## config.mk

```make
export PLATFORM = sky130hd
export DESIGN_NAME = gesture_direction_classifier_core
export DESIGN_NICKNAME = d
export VERILOG_FILES = /design/src/gdc_pkg.sv /design/src/gdc_accum.sv /design/src/gdc_classify.sv /design/src/gesture_direction_classifier_core.sv
export VERILOG_INCLUDE_DIRS = /design/src /design/src/src
export SDC_FILE = /design/constraint.sdc
export NUM_CORES = 1
export LEC_CHECK = 0
export BUFFER_PORTS_ARGS = -buffer_cell sky130_fd_sc_hd__buf_2
export CAP_MARGIN = 40
export CELL_PAD_IN_SITES_DETAIL_PLACEMENT = 0
export CELL_PAD_IN_SITES_GLOBAL_PLACEMENT = 2
export CORE_MARGIN = 2
export CORE_UTILIZATION = 40
export CTS_BUF_LIST = sky130_fd_sc_hd__clkbuf_8
export DETAILED_ROUTE_END_ITERATION = 7
export HOLD_SLACK_MARGIN = 0.1
export PLACE_DENSITY_LB_ADDON = 0.08
export SYNTH_ARGS = -nofsm -noshare
export SYNTH_HDL_FRONTEND = slang
export SYNTH_SLANG_ARGS = --single-unit
```

## constraint.sdc

```tcl
create_clock -name clk_i -period 8.5 [get_ports clk_i]
set_clock_uncertainty 0.15 [all_clocks]
set_input_delay 0.425 -clock clk_i [delete_from_list [all_inputs] [get_ports clk_i]]
set_output_delay 0.425 -clock clk_i [all_outputs]
set_load 0.01 [all_outputs]
```

## src/gesture_direction_classifier_core_macros.svh

```systemverilog
// Assertion macros shared by the gesture classifier RTL.
`ifndef GESTURE_DIRECTION_CLASSIFIER_CORE_MACROS_SVH
`define GESTURE_DIRECTION_CLASSIFIER_CORE_MACROS_SVH

// Property must hold on every clock edge outside reset.
`define GDC_ASSERT(lbl, clk, rstn, prop, msg) \
  lbl: assert property (@(posedge clk) disable iff (!rstn) (prop)) else $error(msg);

// Condition must never be seen on a clock edge outside reset.
`define GDC_ASSERT_NEVER(lbl, clk, rstn, cond, msg) \
  `GDC_ASSERT(lbl, clk, rstn, !(cond), msg)

`endif

```

## src/gdc_pkg.sv

```systemverilog
// Types, widths and constants of the gesture direction classifier.
package gdc_pkg;

  localparam int unsigned LevelW        = 8;
  localparam int unsigned DeltaW        = 15;
  localparam int unsigned MagW          = 15;
  localparam int unsigned CountW        = 7;
  localparam int unsigned ThrW          = 14;
  localparam int unsigned GainW         = 10;
  localparam int unsigned CodeW         = 3;
  localparam int unsigned TotalW        = MagW + 1;
  localparam int unsigned ProdW         = CountW + GainW;
  localparam int unsigned CfgAddrW      = 2;
  localparam int unsigned CfgDataW      = 14;
  localparam int unsigned InDataW       = 4 * LevelW;
  localparam int unsigned OutDataW      = 8;
  localparam int unsigned BurstDepthDef = 32;

  localparam logic [ThrW-1:0]  NoiseThrRst = ThrW'(10);
  localparam logic [ThrW-1:0]  AxisThrRst  = ThrW'(15);
  localparam logic [GainW-1:0] NearGainRst = GainW'(200);
  localparam logic [GainW-1:0] FarGainRst  = GainW'(20);

  typedef enum logic [CodeW-1:0] {
    GDC_NONE  = 3'd0,
    GDC_UP    = 3'd1,
    GDC_DOWN  = 3'd2,
    GDC_LEFT  = 3'd3,
    GDC_RIGHT = 3'd4,
    GDC_NEAR  = 3'd5,
    GDC_FAR   = 3'd6
  } gdc_code_e;

  typedef enum logic [CfgAddrW-1:0] {
    REG_NOISE_THR = 2'd0,
    REG_AXIS_THR  = 2'd1,
    REG_NEAR_GAIN = 2'd2,
    REG_FAR_GAIN  = 2'd3
  } gdc_reg_e;

  typedef struct packed {
    logic [ThrW-1:0]  noise_thr;
    logic [ThrW-1:0]  axis_thr;
    logic [GainW-1:0] near_gain;
    logic [GainW-1:0] far_gain;
  } gdc_cfg_t;

  // Accumulated burst, handed from the accumulator to the classifier.
  typedef struct packed {
    logic signed [DeltaW-1:0] vdelta;
    logic signed [DeltaW-1:0] hdelta;
    logic [MagW-1:0]          vmag;
    logic [MagW-1:0]          hmag;
    logic [CountW-1:0]        count;
    logic                     ovf;
  } gdc_burst_t;

endpackage

```

## src/gdc_accum.sv

```systemverilog
// Burst accumulator: running sums per dataset beat, snapshot register at burst end.
module gdc_accum #(
  parameter int unsigned BURST_DEPTH = gdc_pkg::BurstDepthDef
) (
  input  logic                              clk_i,
  input  logic                              rst_ni,
  input  logic                              in_valid_i,
  output logic                              in_ready_o,
  input  logic [gdc_pkg::LevelW-1:0]        up_i,
  input  logic [gdc_pkg::LevelW-1:0]        down_i,
  input  logic [gdc_pkg::LevelW-1:0]        left_i,
  input  logic [gdc_pkg::LevelW-1:0]        right_i,
  input  logic                              last_i,
  output logic                              snap_valid_o,
  input  logic                              snap_ready_i,
  output gdc_pkg::gdc_burst_t               snap_o
);
  import gdc_pkg::*;

  gdc_burst_t acc_q, acc_d, acc_next;
  gdc_burst_t snap_q;
  logic       snap_valid_q, snap_valid_d;
  logic       in_fire, room;

  logic signed [LevelW:0] vdiff, hdiff;
  logic [LevelW:0]        vsum, hsum;

  assign in_ready_o = !snap_valid_q || snap_ready_i;
  assign in_fire    = in_valid_i && in_ready_o;
  assign room       = acc_q.count < CountW'(BURST_DEPTH);

  always_comb begin
    vdiff = $signed({1'b0, up_i}) - $signed({1'b0, down_i});
    hdiff = $signed({1'b0, left_i}) - $signed({1'b0, right_i});
    vsum  = {1'b0, up_i} + {1'b0, down_i};
    hsum  = {1'b0, left_i} + {1'b0, right_i};

    acc_next = acc_q;
    if (room) begin
      acc_next.vdelta = acc_q.vdelta + {{(DeltaW-LevelW-1){vdiff[LevelW]}}, vdiff};
      acc_next.hdelta = acc_q.hdelta + {{(DeltaW-LevelW-1){hdiff[LevelW]}}, hdiff};
      acc_next.vmag   = acc_q.vmag + {{(MagW-LevelW-1){1'b0}}, vsum};
      acc_next.hmag   = acc_q.hmag + {{(MagW-LevelW-1){1'b0}}, hsum};
      acc_next.count  = acc_q.count + CountW'(1);
    end else begin
      acc_next.ovf = 1'b1;
    end

    acc_d = acc_q;
    if (in_fire) begin
      acc_d = last_i ? '0 : acc_next;
    end

    snap_valid_d = (snap_valid_q && !snap_ready_i) || (in_fire && last_i);
  end

  always_ff @(posedge clk_i or negedge rst_ni) begin
    if (!rst_ni) begin
      acc_q        <= '0;
      snap_valid_q <= 1'b0;
    end else begin
      acc_q        <= acc_d;
      snap_valid_q <= snap_valid_d;
    end
  end

  always_ff @(posedge clk_i) begin
    if (in_fire && last_i) begin
      snap_q <= acc_next;
    end
  end

  assign snap_valid_o = snap_valid_q;
  assign snap_o       = snap_q;

endmodule

```

## src/gdc_classify.sv

```systemverilog
// Burst classifier: thresholds, near/far test and axis pick into the result register.
module gdc_classify (
  input  logic                   clk_i,
  input  logic                   rst_ni,
  input  logic                   snap_valid_i,
  output logic                   snap_ready_o,
  input  gdc_pkg::gdc_burst_t    snap_i,
  input  gdc_pkg::gdc_cfg_t      cfg_i,
  output logic                   out_valid_o,
  input  logic                   out_ready_i,
  output gdc_pkg::gdc_code_e     code_o,
  output logic                   too_long_o
);
  import gdc_pkg::*;

  logic [DeltaW-1:0] va, ha;
  logic [DeltaW-1:0] noise_ext, axis_ext;
  logic [TotalW-1:0] total;
  logic [ProdW-1:0]  near_prod, far_prod, total_ext;
  logic              v_pos, h_pos, load;
  gdc_code_e         code_d, code_q;
  logic              too_long_q;
  logic              out_valid_q, out_valid_d;

  assign snap_ready_o = !out_valid_q || out_ready_i;
  assign load         = snap_valid_i && snap_ready_o;

  always_comb begin
    va        = snap_i.vdelta[DeltaW-1] ? (~snap_i.vdelta + 1'b1) : snap_i.vdelta;
    ha        = snap_i.hdelta[DeltaW-1] ? (~snap_i.hdelta + 1'b1) : snap_i.hdelta;
    noise_ext = {{(DeltaW-ThrW){1'b0}}, cfg_i.noise_thr};
    axis_ext  = {{(DeltaW-ThrW){1'b0}}, cfg_i.axis_thr};
    total     = {1'b0, snap_i.vmag} + {1'b0, snap_i.hmag};
    total_ext = {{(ProdW-TotalW){1'b0}}, total};
    near_prod = {{(ProdW-CountW){1'b0}}, snap_i.count}
              * {{(ProdW-GainW){1'b0}}, cfg_i.near_gain};
    far_prod  = {{(ProdW-CountW){1'b0}}, snap_i.count}
              * {{(ProdW-GainW){1'b0}}, cfg_i.far_gain};
    v_pos     = !snap_i.vdelta[DeltaW-1] && (|snap_i.vdelta);
    h_pos     = !snap_i.hdelta[DeltaW-1] && (|snap_i.hdelta);

    if (snap_i.ovf) begin
      code_d = GDC_NONE;
    end else if (va < noise_ext && ha < noise_ext) begin
      code_d = GDC_NONE;
    end else if (va < axis_ext && ha < axis_ext) begin
      if (total_ext > near_prod) begin
        code_d = GDC_NEAR;
      end else if (total_ext < far_prod) begin
        code_d = GDC_FAR;
      end else begin
        code_d = GDC_NONE;
      end
    end else if (va > ha) begin
      code_d = v_pos ? GDC_UP : GDC_DOWN;
    end else begin
      // equal axes fall to horizontal; zero delta there reads as right
      code_d = h_pos ? GDC_LEFT : GDC_RIGHT;
    end

    out_valid_d = load || (out_valid_q && !out_ready_i);
  end

  always_ff @(posedge clk_i or negedge rst_ni) begin
    if (!rst_ni) begin
      out_valid_q <= 1'b0;
    end else begin
      out_valid_q <= out_valid_d;
    end
  end

  always_ff @(posedge clk_i) begin
    if (load) begin
      code_q     <= code_d;
      too_long_q <= snap_i.ovf;
    end
  end

  assign out_valid_o = out_valid_q;
  assign code_o      = code_q;
  assign too_long_o  = too_long_q;

endmodule

```

## src/gesture_direction_classifier_core.sv

```systemverilog
// Gesture direction classifier: top level with config registers and stream ports.
//
// Usage: each input beat on s_axis carries one gesture dataset (four photodiode
// bytes) and tlast marks the final dataset of a burst. Non-final beats produce no
// output; the final beat produces one result beat on m_axis with the gesture
// code in tdata and the burst-too-long flag in tuser.
// Throughput: one dataset beat per clock unless m_axis stalls; bursts may follow
// back to back. The tlast beat fills the burst snapshot register, which then
// loads the result register that drives m_axis tvalid.
// The accumulator keeps at most BURST_DEPTH datasets; further beats of the same
// burst are dropped and the burst reports code none with tuser set.
// Reset clears the running sums, empties both pipeline registers and loads the
// threshold and gain registers with their defaults.
// When m_axis stalls, the result register holds and the next burst snapshot
// waits; s_axis tready then drops for every beat until the snapshot can move on.
// Config writes (cfg_we_i) take effect on the next clock and belong while idle.
module gesture_direction_classifier_core #(
  parameter int unsigned BURST_DEPTH = gdc_pkg::BurstDepthDef
) (
  input  logic                            clk_i,
  input  logic                            rst_ni,
  // up [7:0], down [15:8], left [23:16], right [31:24]
  input  logic [gdc_pkg::InDataW-1:0]     s_axis_tdata_i,
  input  logic                            s_axis_tlast_i,
  input  logic                            s_axis_tvalid_i,
  output logic                            s_axis_tready_o,
  // gesture_code [2:0], zero [7:3]
  output logic [gdc_pkg::OutDataW-1:0]    m_axis_tdata_o,
  // burst_too_long [0]
  output logic                            m_axis_tuser_o,
  output logic                            m_axis_tvalid_o,
  input  logic                            m_axis_tready_i,
  input  logic                            cfg_we_i,
  input  logic [gdc_pkg::CfgAddrW-1:0]    cfg_addr_i,
  input  logic [gdc_pkg::CfgDataW-1:0]    cfg_wdata_i
);
  import gdc_pkg::*;

`include "gesture_direction_classifier_core_macros.svh"

  gdc_cfg_t   cfg_q, cfg_d;
  gdc_burst_t snap;
  logic       snap_valid, snap_ready;
  gdc_code_e  code;
  logic       too_long;

  always_comb begin
    cfg_d = cfg_q;
    if (cfg_we_i) begin
      case (gdc_reg_e'(cfg_addr_i))
        REG_NOISE_THR: cfg_d.noise_thr = cfg_wdata_i[ThrW-1:0];
        REG_AXIS_THR:  cfg_d.axis_thr  = cfg_wdata_i[ThrW-1:0];
        REG_NEAR_GAIN: cfg_d.near_gain = cfg_wdata_i[GainW-1:0];
        REG_FAR_GAIN:  cfg_d.far_gain  = cfg_wdata_i[GainW-1:0];
        default:       cfg_d = cfg_q;
      endcase
    end
  end

  always_ff @(posedge clk_i or negedge rst_ni) begin
    if (!rst_ni) begin
      cfg_q.noise_thr <= NoiseThrRst;
      cfg_q.axis_thr  <= AxisThrRst;
      cfg_q.near_gain <= NearGainRst;
      cfg_q.far_gain  <= FarGainRst;
    end else begin
      cfg_q <= cfg_d;
    end
  end

  gdc_accum #(
    .BURST_DEPTH (BURST_DEPTH)
  ) u_accum (
    .clk_i        (clk_i),
    .rst_ni       (rst_ni),
    .in_valid_i   (s_axis_tvalid_i),
    .in_ready_o   (s_axis_tready_o),
    .up_i         (s_axis_tdata_i[LevelW-1:0]),
    .down_i       (s_axis_tdata_i[2*LevelW-1:LevelW]),
    .left_i       (s_axis_tdata_i[3*LevelW-1:2*LevelW]),
    .right_i      (s_axis_tdata_i[4*LevelW-1:3*LevelW]),
    .last_i       (s_axis_tlast_i),
    .snap_valid_o (snap_valid),
    .snap_ready_i (snap_ready),
    .snap_o       (snap)
  );

  gdc_classify u_classify (
    .clk_i        (clk_i),
    .rst_ni       (rst_ni),
    .snap_valid_i (snap_valid),
    .snap_ready_o (snap_ready),
    .snap_i       (snap),
    .cfg_i        (cfg_q),
    .out_valid_o  (m_axis_tvalid_o),
    .out_ready_i  (m_axis_tready_i),
    .code_o       (code),
    .too_long_o   (too_long)
  );

  assign m_axis_tdata_o = {{(OutDataW-CodeW){1'b0}}, code};
  assign m_axis_tuser_o = too_long;

  `GDC_ASSERT(a_last_makes_snap, clk_i, rst_ni,
    s_axis_tvalid_i && s_axis_tready_o && s_axis_tlast_i |=> snap_valid,
    "tlast beat did not produce a burst snapshot")

  `GDC_ASSERT(a_snap_count, clk_i, rst_ni,
    snap_valid && !snap.ovf |-> (snap.count != '0) && (snap.count <= CountW'(BURST_DEPTH)),
    "burst snapshot count out of range")

  `GDC_ASSERT(a_snap_hold, clk_i, rst_ni,
    snap_valid && !snap_ready |=> snap_valid && $stable(snap),
    "stalled burst snapshot changed")

  `GDC_ASSERT_NEVER(a_ovf_code, clk_i, rst_ni,
    m_axis_tvalid_o && m_axis_tuser_o && (code != GDC_NONE),
    "overlong burst reported a gesture")

endmodule

```

[Word level (Yosys, flattened, before mapping)]
Cells that the tools add are included.
Word-level totals
  bits in registers: 190
  bits of input ports: 54
  logic and storage cells: 85
  output and inout port bits: 11
Cells by class
  reductions and logical operators: 27
  bitwise operators: 2
  multipliers: 2
  add/subtract/negate cells: 12
  mux-type cells: 11
  equality and inequality tests: 3
  order comparisons: 8
Operators with widths (count)
  $mux W68: 1
  $mux W67: 1
  $lt A15 B14 Y1: 4
  $mul A7 B10 Y17: 2
  $add A15 B1 Y15 const B: 2
  $add A15 B15 Y15: 2
  $add A15 B9 Y15: 2
  $mux W15: 2
  $not A15 Y15: 2
  $reduce_or A15 Y1: 2
  $add A8 B8 Y9: 2
  $sub A8 B8 Y9: 2
  $gt A16 B17 Y1: 1
  $lt A16 B17 Y1: 1
  $add A15 B15 Y16: 1
  $gt A15 B15 Y1: 1
  $mux W3: 5
  $logic_and A1 B1 Y1: 9
  $reduce_and A2 Y1: 4
  $add A7 B1 Y7 const B: 1
  $lt A7 B6 Y1 const B: 1
  $logic_not A1 Y1: 6
  $eq A2 B2 Y1 const B: 2
  $logic_or A1 B1 Y1: 4
  5 further kinds: 5

[Depth between registers and ports, before layout]
Gate-level depths: netlist of the first run.
  depth in word-level cells: 6
  mapped depth: 28
  gate-level depth less buffers: 27

[Hierarchy]
A second synthesis of the first run with hierarchy kept.
Second synthesis, totals
  cells, all modules: 1905
  area total of the unflattened synthesis: 18391.4 µm²
Modules (own cells, without submodules)
  gdc_accum: times used 1, cells an instance 802, seq. area each 3768.6 µm², area each 8374.3 µm²
  gdc_classify: times used 1, cells an instance 994, seq. area each 145.1 µm², area each 8145.3 µm²
  gesture_direction_classifier_core: times used 1, cells an instance 109, seq. area each 1214.9 µm², area each 1871.8 µm²

[Worst setup path before layout of the first run]
No wires, ideal clock.
  kind: register to register
  start point: register u_accum.snap_q, in the netlist u_accum.snap_o[6]
  end point: register u_classify.code_q[1], in the netlist u_classify.code_o[1], data pin
  setup slack: 2.353 ns
  clock period less this slack: 6.147 ns
  buffers on the path: 1
  cell stages (with the launch flop): 26
  required time: 8.170 ns
  arrival time: 5.817 ns
  library setup time: 0.180 ns
  path through: edfxtp_1 clkbuf_1 and2_1 fa_1 inv_1 fa_1 inv_1 fa_1 inv_1 fa_1 inv_1 ha_1 and3_1 nand3_1 and3_1 or3_1 xnor2_1 ha_1 nand2_1 o21ai_0 a21oi_1 o41a_1 nor4_1 a21oi_1 or3b_2 o41ai_2
On the way
  cells in the longest elaborated chain, start to end: 5
  elaborated cells between the ends (all ways): 7
  classes of those cells: 2 x mul; 2 x order compare; 3 x mux
Ends and longest elaborated chain
  start, declared: RTL line gdc_accum.sv:21  | gdc_burst_t snap_q;
  start signal, assigned: RTL line gdc_accum.sv:69  | snap_q <= acc_next;
  $mul A7 B10 Y17: RTL line gdc_classify.sv:38  | * {{(ProdW-GainW){1'b0}}, cfg_i.far_gain};
  $lt A16 B17 Y1: RTL line gdc_classify.sv:49  | end else if (total_ext < far_prod) begin
  $mux W3: RTL line gdc_classify.sv:49
  $mux W3 *: RTL line gdc_classify.sv:47  | if (total_ext > near_prod) begin
  $mux W3 *: RTL line gdc_classify.sv:46  | end else if (va < axis_ext && ha < axis_ext) begin
  end signal, assigned: RTL line gdc_classify.sv:74  | code_q <= code_d;
  end, declared: RTL line gdc_classify.sv:21  | gdc_code_e code_d, code_q;
Every way passes the cells marked *; elsewhere a longest branch is shown, timed or not.
A chain may end at the register's enable or synchronous reset.

[Worst setup path after layout of the first run]
  start point: register u_accum.snap_q, in the netlist u_accum.snap_o[7]
  end point: register u_classify.code_q[2], in the netlist u_classify.code_o[2], data pin
The elaborated chain is that of the path after synthesis.

==> results of run 1 <==
cells in the mapped netlist (14+ instances only):
library cell,number
sky130_fd_sc_hd__ha_1,246
sky130_fd_sc_hd__nand2_1,243
sky130_fd_sc_hd__inv_1,194
sky130_fd_sc_hd__o21ai_0,110
sky130_fd_sc_hd__dfrtp_1,107
sky130_fd_sc_hd__fa_1,101
sky130_fd_sc_hd__and2_1,95
sky130_fd_sc_hd__nor2_1,88
sky130_fd_sc_hd__a21oi_1,81
sky130_fd_sc_hd__xnor2_1,73
sky130_fd_sc_hd__edfxtp_1,72
sky130_fd_sc_hd__xor2_1,50
sky130_fd_sc_hd__clkbuf_1,49
sky130_fd_sc_hd__nand3_1,41
sky130_fd_sc_hd__nor3_1,39
sky130_fd_sc_hd__mux2_2,38
sky130_fd_sc_hd__a21o_1,35
sky130_fd_sc_hd__a22o_1,35
sky130_fd_sc_hd__nor2b_1,20
sky130_fd_sc_hd__and3_1,19
sky130_fd_sc_hd__nand2b_1,18
sky130_fd_sc_hd__nand4_1,17
sky130_fd_sc_hd__o21a_1,14
sky130_fd_sc_hd__or3_1,14
final cells by class:
class	instances	area, µm²	share of cell area [%]
multi-input combinational	1526	12270	61.91
antenna	1	2.502	0.01262
clock inverter	15	152.6	0.7701
timing repair buffer	85	553.0	2.790
sequential	190	5129	25.87
clock buffer	17	234.0	1.180
tap	600	750.7	3.787
inverter	194	728.2	3.674
logic make-up (layout without fill, tap and decap cells):
family,after synthesis,in the layout,synth area share (%)
xor gates and xnor gates,123,123,5.875
muxes,49,49,2.934
adders and majority gates,347,347,27.81
AOI/OAI and AO/OA,375,375,13.49
and+or+nand+nor,627,627,16.62
DFF,190,190,27.97
other,1,6,0.02045
buffers and inverters,253,311,5.282
metrics by stage:
stage               hold slack [ns]  instances  power (µW)  area (µm²)
global route                 0.2638       2628        8109       19820
detailed placement           0.2739       2579        6636       19270
finish                       0.2592       2628        7236       19820
CTS                          0.2074       2627        7309       19820
floorplan                  -0.02059       1969        5352       18350
global placement             0.2710       2578        6564       19240
registers in the layout, indices dropped and copies added, names as in the netlist:
signal                  flops
u_accum.acc_q              68
u_accum.snap_o             68
cfg_q                      48
u_classify.code_o           3
u_accum.snap_valid_o        1
u_classify.out_valid_o      1
u_classify.too_long_o       1
worst max path at each step:
stage	cells past startpoint	end	slack, ns	start
final	24	u_classify.code_o[2]	1.59	u_accum.snap_o[7]
after global routing	26	u_classify.code_o[2]	1.08	u_accum.snap_o[7]
after CTS	25	u_classify.code_o[1]	1.61	u_accum.snap_o[3]
after detailed placement	25	u_classify.code_o[1]	1.70	u_accum.snap_o[3]
after global placement	25	u_classify.code_o[1]	1.75	u_accum.snap_o[4]
after floorplan	25	u_classify.code_o[1]	2.35	u_accum.snap_o[6]
layout by cell type (no fill, tap or decap), types with 9 or more instances in the layout:
cell	count
sky130_fd_sc_hd__nor3_1	39
sky130_fd_sc_hd__a21oi_1	81
sky130_fd_sc_hd__nand2b_1	18
sky130_fd_sc_hd__buf_2	58
sky130_fd_sc_hd__o21ai_0	110
sky130_fd_sc_hd__and2_1	95
sky130_fd_sc_hd__dfstp_2	11
sky130_fd_sc_hd__a22o_1	35
sky130_fd_sc_hd__a21o_1	35
sky130_fd_sc_hd__dfrtp_1	107
sky130_fd_sc_hd__ha_1	246
sky130_fd_sc_hd__nand4_1	17
sky130_fd_sc_hd__inv_1	194
sky130_fd_sc_hd__nand2_1	242
sky130_fd_sc_hd__nor2_1	86
sky130_fd_sc_hd__xor2_1	50
sky130_fd_sc_hd__or3_1	14
sky130_fd_sc_hd__fa_1	101
sky130_fd_sc_hd__o31ai_1	11
sky130_fd_sc_hd__nand3_1	41
sky130_fd_sc_hd__edfxtp_1	72
sky130_fd_sc_hd__a31oi_1	11
sky130_fd_sc_hd__dlygate4sd3_1	16
sky130_fd_sc_hd__a211oi_1	9
sky130_fd_sc_hd__and3_1	19
sky130_fd_sc_hd__xnor2_1	73
sky130_fd_sc_hd__buf_4	10
sky130_fd_sc_hd__o21a_1	14
sky130_fd_sc_hd__mux2i_1	11
sky130_fd_sc_hd__clkbuf_8	17
sky130_fd_sc_hd__nor2b_1	20
sky130_fd_sc_hd__mux2_2	38
critical path, delay by kind of cell (launching register included):
family,cells,cell delay [ns]
AOI/OAI and AO/OA,10,1.80
adders and majority gates,6,2.79
DFF,1,0.78
buffers and inverters,3,0.17
and+or+nand+nor,4,0.83
xor gates and xnor gates,1,0.20
where the power goes:
group          leakage (µW)  internal (µW)  switching (µW)  total, µW
Clock              0.000197            241             380        621
Combinational       0.00698           2210            2860       5070
Sequential          0.00216           1290             257       1540
Total               0.00934           3740            3500       7240
per-layer routing:
layer | vias up | part of all wire (%) | track usage, %
met5 | - | 0 | 0
met4 | 0 | 1.1 | 4.989
met3 | 23 | 2.7 | 2.450
met2 | 181 | 44 | 31.49
met1 | 6558 | 52 | 30.33
li1 | 6906 | - | -
==> results by group, run 1 <==
Global route
  • Initial antenna violation count: 1
  • Global Route Usage Sum: 20.41%
  • Number of global-route vias before repair: 13680
  • Largest net degree at the start of global routing: 87
  • Congestion Overflow GR: 0
  • Wire length of the first global-routing pass: 75290 µm

Drt
  • Via-to-Cell Ratio: 5.201
  • Count of nets left with antenna violations after detail routing: 0
  • Wire per inst: 17.70 µm
  • Starting DRC count in detailed routing: 734
  • 1st-pass router iterations: 5
  • Number of DRC violations after detailed routing: 0
  • Total vias in the final route: 13670
  • Routed wire length: 46510 µm

Logic synthesis
  • Cell accounting for the most synthesized area: sky130_fd_sc_hd__ha_1
  • Portion of synthesized cell area occupied by the leading cell type: 16.79%
  • Post-synth EDFFs: 72
  • Area of the mapped netlist: 18340 µm²
  • Top FF cell, synth: sky130_fd_sc_hd__dfrtp_1
  • Post-Synthesis Cells: 1965
  • Area contributors post-synth: sky130_fd_sc_hd__ha_1, sky130_fd_sc_hd__dfrtp_1, sky130_fd_sc_hd__edfxtp_1
  • Yosys reg bits: 190
  • Count of distinct cell types in the synthesized netlist: 67
  • Synthesis Warnings: 0
  • Synthesized area per cell: 9.331 µm²
  • Synth async-reset ratio: 62.11%
  • Sequential fraction of the synthesis area: 27.97%

STA
  • Final Max Tran Viols: 0
  • Unrepaired setup endpoints after global routing: false
  • Crit share post-route: 81.31%
  • Minimum clock period after layout: 6.911 ns
  • F_max: 144.7 MHz
  • Hold violation count in the final report: 0
  • Min setup slack post-route: 1.589 ns
  • Final setup violating endpoints: 0
  • Max-Slew Margin vs Limit: 40.66%
  • Worst slew pin tran: 0.8881 ns
  • Setup tns final: 0 ns

Worst setup path
  • Data arrival time at the worst-slack endpoint: 7.12 ns
  • FF-to-FF End: u_classify.code_o[2]
  • Most common cell on crit path: sky130_fd_sc_hd__fa_1
  • Beginning of the worst register-to-register path: u_accum.snap_o[7]
  • Setup slack on the worst flop-to-flop path: 1.59 ns
  • Required time of the critical path: 8.71 ns
  • Maximum single-stage delay on the critical path: 0.78 ns
  • Worst path cell trace: nand2_1 -> fa_1 -> fa_1 -> inv_1 -> fa_1 -> inv_1 -> fa_1 -> inv_1 -> ha_1 -> o21a_1 -> o31a_1 -> o211ai_1 -> nand3_1 -> o211ai_1 -> xor2_1 -> ha_1 -> a21oi_1 -> o21ai_0 -> a21oi_1 -> o41a_1 -> nor4_1 -> a21oi_1 -> or3b_2 -> a221oi_1
  • Biggest fanout along the worst timing path: 20
  • Critical Path Source Type: flip-flop
  • Worst Reg-to-Reg Cells: 24
  • Slowest library cell on the worst path: sky130_fd_sc_hd__edfxtp_1
  • Setup CP Type: flip-flop to flip-flop
  • Worst setup EP type: flip-flop

Hold path
  • Worst min-delay path category: input port to asynchronous set/reset pin

Layout
  • Filler Cell Count: 4452
  • Layout cell share with drive strength beyond 1: 8.535%
  • Nets: 2415
  • Syn-to-layout area delta: 8.100%
  • Core Util, Final: 43.77%

Pwr
  • Power density over the cells: 365.1 nW/µm²
  • Reported leakage power: 0.009339 µW
  • Peak ir drop on the vdd network: 153.6 µV

Floorplan
  • Core Region: 45280 µm²
  • Placement Rows: 78
  • Die Y-Extent: 218.1 µm
  • Die Outline Area: 47570 µm²
  • Initial Utilization: 40.49%
  • Io pins: 65
  • Width of the chip: 218.1 µm

Placement
  • Number of input and output port buffers inserted: 59
  • Gp weighted congestion: 0.8470
  • Worst slack, placed: 1.701 ns
  • Detailed placement HPWL: 37120 µm

Clocking
  • Total of hold buffers inserted after clock tree synthesis: 16
  • TritonCTS clock tree: yes
  • Buffer levels on the longest clock path: 2
  • Clk sink count: 190
  • Clock latency on the worst-skew pair: 0.55 ns
  • Root buffer cell: sky130_fd_sc_hd__clkbuf_8
  • Number of buffers created by CTS: 17
  • Post-cts repair resize count: 0
  • Setup fix buffers added after clock tree synthesis: 0
  • Register clock-pin slew on the reported worst setup and hold paths: 0.11 ns
  • Level count of the clock H-tree: 4

Outcome
  • Status: finished, final reports clean

Flow run
  • Max-cap violations: 0
Note: power is estimated with default switching activity, not from simulation.
==> inputs of run 2 (changes only) <==
- clock period: 8.5 -> 7 ns (I/O delays scaled with it)
==> results by group, run 2 (synthesis gave the netlist of run 1 again) <==
Global route
  • Number of global-route vias before repair: 13650 (-0.16%)
  • Largest net degree at the start of global routing: 66 (-24%)
  • Wire length of the first global-routing pass: 75410 µm (+0.17%)
  • Grt met1 use: 30.65% (+0.32 points)
  • Most Crowded Layer GR: met2
  • Initial antenna violation count: 0 (-1)
  • Met2 Resource Use GR: 30.80% (-0.69 points)
  • Global Route Usage Sum: 20.46% (+0.044 points)
  • Congestion Overflow GR: 0 (unchanged)
  • Met3 Usage GRT: 2.714% (+0.26 points)

Pwr
  • Peak ir drop on the vdd network: 199.1 µV (+30%)
  • Reported leakage power: 0.009454 µW (+1.2%)
  • Power density over the cells: 444.1 nW/µm² (+22%)

Layout
  • Layout cell share with drive strength beyond 1: 9.389% (+0.85 points)
  • Syn-to-layout area delta: 9.300%
  • Nets: 2433 (+0.75%)
  • Most frequent cells in the layout: sky130_fd_sc_hd__ha_1, sky130_fd_sc_hd__nand2_1, sky130_fd_sc_hd__inv_1, sky130_fd_sc_hd__o21ai_0, sky130_fd_sc_hd__dfrtp_1
  • Diodes inserted: 0 (-1)
  • Commonest non-fill, non-tap cell in the layout: sky130_fd_sc_hd__ha_1

Worst setup path
  • Setup CP Type: flip-flop to flip-flop
  • Required time of the critical path: 7.22 ns (-1.49 ns)
  • Worst Reg-to-Reg Cells: 25 (+4.2%)
  • Worst setup EP type: flip-flop
  • Worst setup path start: u_accum.snap_o[7]
  • Data arrival time at the worst-slack endpoint: 6.90 ns (-0.22 ns)
  • Beginning of the worst register-to-register path: u_accum.snap_o[7]
  • Setup slack on the worst flop-to-flop path: 0.32 ns (-1.27 ns)
  • Critical Path Source Type: flip-flop
  • Biggest fanout along the worst timing path: 7 (-65%)
  • FF-to-FF End: u_classify.code_o[1]

Clocking
  • Level count of the clock H-tree: 4 (unchanged)
  • Root buffer cell: sky130_fd_sc_hd__clkbuf_8
  • TritonCTS clock tree: yes
  • Buffer levels on the longest clock path: 2 (unchanged)
  • Clock latency on the worst-skew pair: 0.56 ns (about the same)
  • Number of buffers created by CTS: 17 (unchanged)
  • Register clock-pin slew on the reported worst setup and hold paths: 0.11 ns (about the same)
  • Clk sink count: 190 (unchanged)

Drt
  • Number of DRC violations after detailed routing: 0 (unchanged)
  • 1st-pass router iterations: 5 (unchanged)
  • Wire per inst: 17.51 µm (-1.0%)
  • Routed wire length: 46320 µm (-0.40%)
  • Starting DRC count in detailed routing: 781 (+6.4%)
  • Total vias in the final route: 13760 (+0.68%)
  • Count of nets left with antenna violations after detail routing: 0 (unchanged)
  • Via-to-Cell Ratio: 5.203 (about the same)

Floorplan
  • Width of the chip: 218.1 µm (unchanged)
  • Core Region: 45280 µm² (unchanged)
  • Io pins: 65 (unchanged)
  • Placement Rows: 78 (unchanged)
  • Die Outline Area: 47570 µm² (unchanged)
  • Die Y-Extent: 218.1 µm (unchanged)
  • Initial Utilization: 40.49% (unchanged)

Placement
  • Gp weighted congestion: 0.8312 (-1.9%)
  • Worst slack, placed: 0.3363 ns (-1.364 ns)
  • Detailed placement HPWL: 37280 µm (+0.43%)
  • Number of input and output port buffers inserted: 59 (unchanged)

STA
  • Min setup slack post-route: 0.3212 ns (-1.267 ns)
  • Minimum clock period after layout: 6.679 ns (-0.2327 ns)
  • Final setup violating endpoints: 0 (unchanged)
  • F_max: 149.7 MHz (+3.5%)
  • Max-Slew Margin vs Limit: 42.85% (+2.2 points)
  • Worst slew pin tran: 0.8573 ns (-0.03076 ns)
  • Setup tns final: 0 ns (unchanged)
  • Minimum hold slack: 0.1814 ns (-0.07780 ns)
  • Hold violation count in the final report: 0 (unchanged)
  • Crit share post-route: 95.41% (+14 points)
  • Final Max Tran Viols: 0 (unchanged)

Hold path
  • End of the worst hold path: cfg_q[35]
  • Worst min-delay path category: input port to flip-flop
  • Hold Crit Depth: 5
  • Hold Startpoint: cfg_addr_i[0]

Outcome
  • Status: finished, final reports clean

Flow run
  • Max-cap violations: 0 (unchanged)
## run 2: changes by cell type in the layout (fill, tap and decap cells not counted), sizes merged
cell / previous run / this run
buf: 69 / 85
bufinv: 1 / 2
clkinv: 4 / 5
diode: 1 / 0
dlygate4sd3: 16 / 18
inv: 202 / 200
## run 2: through the flow
| stage | area [µm²] | util (%) | cells | total power [µW] |
|---|---|---|---|---|
| after global placement | 19300 | 42.63 | 2586 | 7966 |
| after floorplan | 18350 | - | 1969 | 6498 |
| after CTS | 19970 | 44.10 | 2638 | 8926 |
| after global routing | 20040 | 44.26 | 2645 | 9950 |
| after detailed placement | 19350 | 42.74 | 2588 | 8044 |
| final | 20040 | 44.26 | 2645 | 8900 |
## run 2: worst max-delay path, stage by stage (launching register included)
cell and delay (ns):
sky130_fd_sc_hd__edfxtp_1 0.50, sky130_fd_sc_hd__buf_4 0.18, sky130_fd_sc_hd__and2_1 0.15, sky130_fd_sc_hd__fa_1 0.55, sky130_fd_sc_hd__inv_1 0.07, sky130_fd_sc_hd__fa_1 0.53
sky130_fd_sc_hd__inv_1 0.05, sky130_fd_sc_hd__fa_1 0.54, sky130_fd_sc_hd__inv_1 0.07, sky130_fd_sc_hd__fa_1 0.53, sky130_fd_sc_hd__inv_1 0.04, sky130_fd_sc_hd__ha_1 0.34
sky130_fd_sc_hd__and3_1 0.18, sky130_fd_sc_hd__nand3_1 0.09, sky130_fd_sc_hd__and3_1 0.18, sky130_fd_sc_hd__or3_1 0.39, sky130_fd_sc_hd__xnor2_1 0.14, sky130_fd_sc_hd__ha_1 0.30
sky130_fd_sc_hd__nand2_1 0.07, sky130_fd_sc_hd__o21ai_0 0.07, sky130_fd_sc_hd__a21oi_1 0.15, sky130_fd_sc_hd__o41a_1 0.22, sky130_fd_sc_hd__nor4_1 0.07, sky130_fd_sc_hd__a21oi_1 0.15
sky130_fd_sc_hd__or3b_2 0.48, sky130_fd_sc_hd__o41ai_2 0.29
## run 2: what timing repair did
item,CTS,global route
hold endpoints to repair,92,0
buffers inserted,0,7
endpoints found under the setup margin,0,3
hold buffers,18,0
gates resized for setup,0,5
## run 2: final cells by class
class	instances	area, µm²
Timing Repair Buffer	103	705.7
Sequential cell	190	5129
Clock buffer	17	234.0
Multi-Input combinational cell	1526	12290
Tap cell	600	750.7
Fill cell	4461	25240
Inverter	194	728.2
Clock inverter	15	203.9
## run 2: worst max-delay path by stage
stage / to / slack (ns) / cells past startpoint
final: u_classify.code_o[1] / 0.32 / 25
after global routing: u_classify.code_o[2] / -0.02 / 23
after CTS: u_classify.code_o[2] / 0.29 / 28
after detailed placement: u_classify.code_o[2] / 0.34 / 28
after global placement: u_classify.code_o[2] / 0.45 / 28
after floorplan: u_classify.code_o[1] / 0.85 / 25
## run 2: per-layer routing
layer	up-vias	wire length, µm
li1	6932	-
met1	6611	24290
met2	190	20060
met3	28	1257
met4	0	717
met5	-	0
## run 2: power breakdown
part	switching [µW]	total (µW)	internal [µW]
clock	476	811	336
combinational	3500	6220	2730
sequential	301	1860	1560
total	4280	8900	4620
